`src/sv/drt_pkg.sv`:
```
`timescale 1ns / 1ps
`default_nettype none
// ----------------------------------------------------------------------------
// drt_pkg: shared types and constants of the dynamic rank table
// Field widths, the reset count of positions in use, and the command and
// status groups that pass between the controller and the datapath.
// ----------------------------------------------------------------------------
package drt_pkg;

   localparam int unsigned POS_W   = 14;
   localparam int unsigned VALUE_W = 32;
   localparam int unsigned RANK_W  = 14;
   localparam int unsigned COUNT_W = 14;

   localparam logic [COUNT_W-1:0] COUNT_RESET = 14'd8192;

   typedef struct packed {
      logic load_req;   // latch the request fields
      logic mem_clear;  // clear one store entry, advance the clear pointer
      logic mem_write;  // write the latched value (gated by position check)
      logic read_own;   // read the entry at the latched position
      logic key_load;   // take own value as key, start rank and scan
      logic scan_read;  // read the next scan entry
   } drt_cmd_type;

   typedef struct packed {
      logic req_is_write; // mode of the request on the inputs
      logic req_pos_ok;   // position on the inputs is in range
      logic clear_last;   // clear pointer at the last entry
      logic scan_last;    // scan pointer at the last live entry
   } drt_status_type;

endpackage : drt_pkg
`default_nettype wire

```
`src/sv/drt_ctrl.sv`:
```
`timescale 1ns / 1ps
`default_nettype none
// ----------------------------------------------------------------------------
// drt_ctrl: controller of the dynamic rank table
// Sequences the clearing pass after reset, writes, and the scan of a rank
// query, and raises the result strobe.
// ----------------------------------------------------------------------------
module drt_ctrl (
   input  wire                      clock,
   input  wire                      reset,
   input  wire                      start,
   output logic                     busy,
   output logic                     rsp_valid,
   input  drt_pkg::drt_status_type  status,
   output drt_pkg::drt_cmd_type     cmd
);
   import drt_pkg::*;

   localparam logic [2:0] ST_IDLE  = 3'd0;
   localparam logic [2:0] ST_CLEAR = 3'd1;
   localparam logic [2:0] ST_WRITE = 3'd2;
   localparam logic [2:0] ST_FETCH = 3'd3;
   localparam logic [2:0] ST_KEY   = 3'd4;
   localparam logic [2:0] ST_SCAN  = 3'd5;
   localparam logic [2:0] ST_DRAIN = 3'd6;
   localparam logic [2:0] ST_DONE  = 3'd7;

   logic [2:0] state_ff;
   logic [2:0] state_in;
   logic       accept;

   assign busy      = (state_ff != ST_IDLE);
   assign rsp_valid = (state_ff == ST_DONE);
   assign accept    = start && !busy;

   always_comb begin
      state_in = state_ff;
      cmd      = '0;
      unique case (state_ff)
         ST_IDLE: begin
            if (accept) begin
               cmd.load_req = 1'b1;
               if (status.req_is_write) begin
                  state_in = ST_WRITE;
               end else if (status.req_pos_ok) begin
                  state_in = ST_FETCH;
               end else begin
                  state_in = ST_DONE; // rank 0 already loaded
               end
            end
         end
         ST_CLEAR: begin
            cmd.mem_clear = 1'b1;
            if (status.clear_last) begin
               state_in = ST_IDLE;
            end
         end
         ST_WRITE: begin
            cmd.mem_write = 1'b1;
            state_in      = ST_IDLE;
         end
         ST_FETCH: begin
            cmd.read_own = 1'b1;
            state_in     = ST_KEY;
         end
         ST_KEY: begin
            cmd.key_load = 1'b1;
            state_in     = ST_SCAN;
         end
         ST_SCAN: begin
            cmd.scan_read = 1'b1;
            if (status.scan_last) begin
               state_in = ST_DRAIN;
            end
         end
         ST_DRAIN: begin
            state_in = ST_DONE; // last compare lands here
         end
         ST_DONE: begin
            state_in = ST_IDLE;
         end
         default: begin
            state_in = ST_IDLE;
         end
      endcase
   end

   always_ff @(posedge clock) begin
      if (reset) begin
         state_ff <= ST_CLEAR;
      end else begin
         state_ff <= state_in;
      end
   end

   a_reset_clears: assert property (@(posedge clock)
      reset |=> (state_ff == ST_CLEAR))
      else $error("store clearing pass does not follow reset");

   a_done_one_cycle: assert property (@(posedge clock) disable iff (reset)
      (state_ff == ST_DONE) |=> (state_ff == ST_IDLE))
      else $error("result strobe longer than one cycle");

   a_write_path: assert property (@(posedge clock) disable iff (reset)
      (accept && status.req_is_write) |=> (state_ff == ST_WRITE && !rsp_valid))
      else $error("write request did not go to the write step");

   a_query_scans: assert property (@(posedge clock) disable iff (reset)
      (state_ff == ST_KEY) |=> (state_ff == ST_SCAN && $past(cmd.key_load)))
      else $error("query key load not followed by scan");

endmodule : drt_ctrl
`default_nettype wire

```
`config.mk`:
```
export PLATFORM = sky130hd
export DESIGN_NAME = drt_ctrl
export DESIGN_NICKNAME = d
export VERILOG_FILES = /design/src/sv/drt_pkg.sv /design/src/sv/drt_ctrl.sv
export SDC_FILE = /design/constraint.sdc
export NUM_CORES = 1
export LEC_CHECK = 0
export BUFFER_PORTS_ARGS = -buffer_cell sky130_fd_sc_hd__buf_4
export CORE_AREA = 2 2 39 41
export CTS_CLUSTER_DIAMETER = 150
export CTS_CLUSTER_SIZE = 16
export DETAILED_ROUTE_END_ITERATION = 10
export DIE_AREA = 0 0 41 43
export HOLD_SLACK_MARGIN = 0.12
export SETUP_SLACK_MARGIN = 0.4
export SYNTH_ARGS = -nofsm -noshare
export SYNTH_HDL_FRONTEND = slang
export SYNTH_SLANG_ARGS = --single-unit
```
`constraint.sdc`:
```
create_clock -name clock -period 1.1 [get_ports clock]
set_input_delay 0.11 -clock clock [delete_from_list [all_inputs] [get_ports clock]]
set_output_delay 0.11 -clock clock [all_outputs]
set_load 0.005 [all_outputs]
```
==> results of run 1 <==
## report_power, final
part | internal [mW] | total, mW | switching, mW
combinational | 0.163 | 0.263 | 0.101
sequential | 0.130 | 0.156 | 0.0266
clock | 0.136 | 0.188 | 0.0520
## logic make-up (layout without fill, tap and decap cells)
group | after synthesis | after routing | synth area share, %
buffers and inverters | 5 | 27 | 12.5
flip-flops | 3 | 3 | 26.1
AND/OR/NAND/NOR | 13 | 13 | 34.8
AO/OA/AOI/OAI | 7 | 7 | 22.3
multiplexers | 1 | 1 | 4.35
## placed cells by master, fill, tap and decap left out, drive strengths merged
cell type,synthesis,layout
a211oi,1,1
inv,2,2
or4,1,1
buf,3,21
and3,2,2
nor2,2,2
a21boi,1,1
a31oi,1,1
a21oi,1,1
o21ai,1,1
nand2b,2,2
o311a,1,1
mux2i,1,1
dfxtp,3,3
clkbuf,0,4
nor3,1,1
o21ba,1,1
or3,1,1
and3b,1,1
nand3,1,1
nor3b,2,2
## worst min-delay path by stage
stage,to,cells after the start,start
CTS,state_ff[2],2,reset
global route,state_ff[2],2,reset
detailed placement,state_ff[2],2,reset
finish,state_ff[2],2,reset
global placement,state_ff[2],2,reset
floorplan,state_ff[2],1,reset
## critical path: cells and delay by family (launching register included)
family / cells / cell delay [ns]
simple gates: 2 / 0.47
flops: 1 / 0.33
buf+inv: 1 / 0.11
## through the flow
| stage | utilization, % | hold WS, ns | TNS (ns) | setup slack [ns] |
|---|---|---|---|---|
| finish | 33.8 | 0.0572 | -0.568 | -0.144 |
| global route | 33.8 | 0.0486 | -1.01 | -0.196 |
| CTS | 33.2 | 0.0502 | -0.620 | -0.171 |
| detailed placement | 27.1 | 0.293 | -0.0165 | -0.0165 |
| global placement | 27.1 | 0.290 | 0 | 0.0289 |
| floorplan | - | 0.179 | 0 | 0.0613 |
## cell type report
class / instances / area (µm²) / area share, %
sequential: 3 / 68.8 / 14.7
multi-input combinational: 21 / 184 / 39.3
inverter: 2 / 7.51 / 1.60
timing repair buffer: 21 / 161 / 34.5
clock buffer: 4 / 26.3 / 5.61
tap: 16 / 20.0 / 4.28
## repair_timing
| action | CTS | global route |
|---|---|---|
| buffers inserted | 3 | 0 |
| gates cloned | 0 | 0 |
| endpoints found under the hold margin | 3 | 2 |
| pin swaps | 5 | 2 |
| gates resized for setup | 11 | 3 |
| endpoints found under the setup margin | 11 | 11 |
## layer usage
layer  up-vias  global-route usage, %
met3         4                   4.71
met5         -                      0
met4         0                   6.00
met1       132                   10.6
met2         9                   14.4
li1        148                      -
==> flow_summary.json, run 1 <==
{
  "run_status": "complete, but fails checks",
  "violations": "setup timing",
  "top_layer_used": "met4",
  "timing.final.hold_violations": 0,
  "fmax_mhz": 804,
  "initial_utilization_pct": 16.6,
  "rr_endpoint": "state_ff[2]",
  "route.antenna.remaining_nets": 0,
  "floorplan.rows": 14,
  "largest_register": "state_ff",
  "worst_pin_slew_ns": 0.225,
  "syn_to_final_growth_pct": 103,
  "dpl-instance-area_um2": 375,
  "clock_transition_time_at_the_flip_flop_clock_pins_of_the_worst_setup_and_hold_paths_ns": 0.04,
  "powerDensity_nw_per_um2": 1300,
  "worst_setup_start_kind": "flip-flop",
  "gr-total-overflow": 0,
  "worst_ep_arrival_time_ns": 1.13,
  "classification_of_the_worst_setup_path": "reg2out",
  "die-area_um2": 1760,
  "critPathLaunch": "state_ff[1]",
  "crit_path_cell_trace": "or3_4, nor2_1, buf_4",
  "biggestRegsByFlops": "state_ff x3",
  "yosysSeqAreaShare_pct": 26.1,
  "timing.slew.headroom_pct": 84.9,
  "drive_gt1_share_pct": 68.6,
  "synth_ff_type": "dfxtp_1",
  "wl_met2_um": 401,
  "grt_pass1_vias": 294,
  "placed_cells_incl_taps": 60,
  "number_of_antenna_violations_at_the_first_check_in_global_routing": 0,
  "fin_area_um2": 468,
  "synthesis.area_per_instance_um2": 7.94,
  "met3_wl_post_dr_um": 30,
  "critical-path-max-stage-delay_ns": 0.38,
  "grt_start_max_net_pins": 14,
  "die_h_um": 43,
  "worstSetupEndpoint": "cmd[5]",
  "synth_largest_area_cell": "dfxtp_1",
  "detailed_routing_iteration_count_for_the_pre_antenna_repair_pass": 4,
  "cp_data_required_time_ns": 0.99,
  "synthCells": 29,
  "worst-path-max-fanout": 4,
  "wirelength_um": 712,
  "num_vias": 293,
  "antenna_cells_inserted": 0,
  "detailedRoute.firstIterationViolations": 4,
  "setup_viol_count_final": 8,
  "htree_levels": 1,
  "final_nets": 59,
  "totalPowerFinal_mw": 0.607,
  "timing.clock.skew_ns": 0.00112,
  "clk-insertion-delay-late_ns": 0.23,
  "top_post_synthesis_cells_by_area": "dfxtp_1 (26%), nor3b_1 (6.5%), and3_1 (5.4%), nand2b_1 (5.4%), buf_6 (4.9%)",
  "number_of_warnings_printed_during_yosys_synthesis": 0,
  "clock_tree.buffer_depth": 2,
  "fin_crit_sh_pct": 113,
  "max-cap-violations": 0,
  "yosysMostFrequentCell": "dfxtp_1",
  "number_of_pins_exceeding_their_max_slew_limit_in_the_final_report": 0,
  "drc_errors": 0,
  "slowest_stage": "or3_4",
  "leakage_nw": 0.208,
  "worstReg2RegStart": "state_ff[0]",
  "number_of_buffers_inserted_during_clock_tree_synthesis": 3,
  "vdd.ir_drop.worst_mv": 0.354,
  "asyncSetResetFlopFracSynth_pct": 0,
  "clock_tree_from_tritoncts": "done",
  "post_layout_nonfiller_instances": 67,
  "route.layer.met1.wl_um": 259,
  "wl_per_cell_um": 10.6,
  "min-delay-path-class": "in2reg",
  "synth.cell_area_um2": 230,
  "die_w_um": 41,
  "grt_first_pass_wirelength_mm": 1.12,
  "numClockSinks": 3,
  "largest_register_ff_count": 3,
  "core-area_um2": 1380,
  "num_io_pins": 15,
  "fin_crit_ns": 1.24,
  "grt_setup_unrepaired": "yes",
  "place.gp.congestion": 0.686,
  "portBuffers": 14,
  "synth_largest_type_area_fraction_pct": 26.1,
  "syn-num-nets": 36,
  "post_synth_num_cell_types": 21,
  "place_hpwl_um": 470,
  "synth_enable_flop_cells": 0,
  "reg2reg_depth": 2,
  "root_buffer": "clkbuf_4",
  "avgViaCountPerCell": 4.37,
  "fillCellCount": 158,
  "end_kind": "primary output",
  "ys_seq_elements": 3,
  "setup_ws_ns": -0.144,
  "rrSetupSlack_ns": 0.03,
  "global_route.usage.total_pct": 9.73
}
Power figures use the tool's default switching activity.
==> run 2, diff against run 1 <==
Clock period 1.1 ns to 1.2 ns, I/O delays scaled along.
==> run 2 against run 1 <==
Compared with the run above: routed wire length rose by 19%; critical path type unchanged; worst hold slack gained 0.089 ns; the run still ends with setup timing left; via count grew 9.2%; largest power group unchanged; count of clock-buffer cells in the layout is the same; sequential power decreased by 15%.
==> flow_summary.json, run 2 (synthesis results as in run 1) <==
{
  "global_route.usage.total_pct": 13.0,
  "antenna_cells_inserted": 0,
  "post_layout_nonfiller_instances": 72,
  "worstReg2RegStart": "state_ff[0]",
  "max-cap-violations": 0,
  "setup_ws_ns": -0.0598,
  "gr-total-overflow": 0,
  "grt_setup_unrepaired": "yes",
  "htree_levels": 1,
  "route.antenna.remaining_nets": 0,
  "rrSetupSlack_ns": 0.02,
  "timing.clock.skew_ns": 0.00208,
  "detailedRoute.firstIterationViolations": 7,
  "worst_ep_arrival_time_ns": 1.14,
  "hold_path_depth": 3,
  "timing.slew.headroom_pct": 91.6,
  "slowest_stage": "or3_4",
  "critical-path-max-stage-delay_ns": 0.39,
  "grt_start_max_net_pins": 12,
  "portBuffers": 14,
  "fin_crit_ns": 1.26,
  "syn_to_final_growth_pct": 128,
  "fin_area_um2": 526,
  "worst_pin_slew_ns": 0.123,
  "core-area_um2": 1380,
  "hold-path-endpoint": "state_ff[2]",
  "fin_crit_sh_pct": 105,
  "violations": "setup timing",
  "avgViaCountPerCell": 4.44,
  "wirelength_um": 846,
  "place.gp.congestion": 0.667,
  "min-delay-path-class": "in2reg",
  "floorplan.rows": 14,
  "detailed_routing_iteration_count_for_the_pre_antenna_repair_pass": 3,
  "clock_tree_from_tritoncts": "done",
  "rr_endpoint": "state_ff[2]",
  "number_of_antenna_violations_at_the_first_check_in_global_routing": 0,
  "worst_setup_start_kind": "flip-flop",
  "largest_register": "state_ff",
  "number_of_buffers_inserted_during_clock_tree_synthesis": 3,
  "num_vias": 320,
  "die-area_um2": 1760,
  "worst-path-max-fanout": 4,
  "fmax_mhz": 794,
  "grt_pass1_vias": 323,
  "wl_per_cell_um": 11.8,
  "reg2reg_depth": 3,
  "number_of_pins_exceeding_their_max_slew_limit_in_the_final_report": 0,
  "timing.final.hold_violations": 0,
  "final_cell_mix": "buf_4 (20), buf_6 (5), clkbuf_4 (3)",
  "largest_register_ff_count": 3,
  "cp_data_required_time_ns": 1.08,
  "dpl-instance-area_um2": 354,
  "final_nets": 64,
  "die_h_um": 43,
  "place_hpwl_um": 419,
  "run_status": "complete, but fails checks",
  "clock_transition_time_at_the_flip_flop_clock_pins_of_the_worst_setup_and_hold_paths_ns": 0.04,
  "drive_gt1_share_pct": 75.0,
  "powerDensity_nw_per_um2": 1180,
  "initial_utilization_pct": 16.6,
  "placed_cells_incl_taps": 57,
  "die_w_um": 41,
  "leakage_nw": 0.245,
  "setup_viol_count_final": 4,
  "biggestRegsByFlops": "state_ff x3",
  "vdd.ir_drop.worst_mv": 0.546,
  "crit_path_cell_trace": "or3_4, nor2_2, buf_4",
  "clock_tree.buffer_depth": 2,
  "num_io_pins": 15,
  "min_from": "status[2]",
  "root_buffer": "clkbuf_4",
  "drc_errors": 0,
  "grt_first_pass_wirelength_mm": 1.44,
  "layout.cells.most_common": "buf_4",
  "classification_of_the_worst_setup_path": "reg2out",
  "clk-insertion-delay-late_ns": 0.24,
  "numClockSinks": 3,
  "end_kind": "primary output"
}
==> run 2: changes by cell type in the layout (fill, tap and decap cells not counted), sizes merged <==
| cell | change |
|---|---|
| buf | +4 |
| dlygate4sd3 | +1 |
==> run 2: critical path: cells and delay by family, from the launching register on <==
kind | cells | cell delay [ns]
AND/OR/NAND/NOR | 2 | 0.47
flip-flops | 1 | 0.33
buffers and inverters | 1 | 0.11
==> run 2: layout make-up <==
class	instances	area (µm²)
fillers	145	858
repair buffers	26	216
multi-input cells	21	184
flip-flops and latches	3	68.8
clock buffers	4	26.3
well taps	16	20.0
inverters	2	10.0
==> run 2: repair_timing <==
item	in CTS	in global routing
hold buffers	1	0
endpoints found under the setup margin	11	11
pin swaps	7	1
gates cloned	0	0
endpoints found under the hold margin	3	0
gates resized for setup	15	4
setup buffers	9	1
==> run 2: power breakdown <==
group	switching [mW]	internal, mW	leakage, nW
clock network	0.0625	0.125	0.0150
logic	0.115	0.184	0.204
registers	0.0140	0.118	0.0261
total	0.192	0.428	0.245
==> run 2: worst max path at each step <==
stage                startpoint           to  slack, ns
floorplan           state_ff[1]  state_ff[2]       0.16
global placement    state_ff[0]       cmd[5]       0.07
detailed placement  state_ff[0]       cmd[5]       0.05
CTS                 state_ff[1]       cmd[5]      -0.07
global route        state_ff[1]       cmd[5]       -0.1
finish              state_ff[1]       cmd[5]      -0.06
==> run 2: layer usage <==
metal / share of wire, % / track usage, %
met1: 36 / 13.2
met2: 59 / 20.9
met3: 4.8 / 7.85
met4: 0 / 4.00
met5: 0 / 0
==> run 2: through the flow <==
step	TNS [ns]	power, mW	hold WS [ns]	utilization (%)	worst slack [ns]
6_report	-0.124	0.619	0.147	38.0	-0.0598
5_1_grt	-0.407	0.665	0.148	38.0	-0.0985
4_1_cts	-0.151	0.606	0.136	36.6	-0.0672
3_5_place_dp	0	0.311	0.301	25.6	0.0535
3_3_place_gp	0	0.309	0.306	25.6	0.0684
2_1_floorplan	0	0.257	0.189	-	0.160
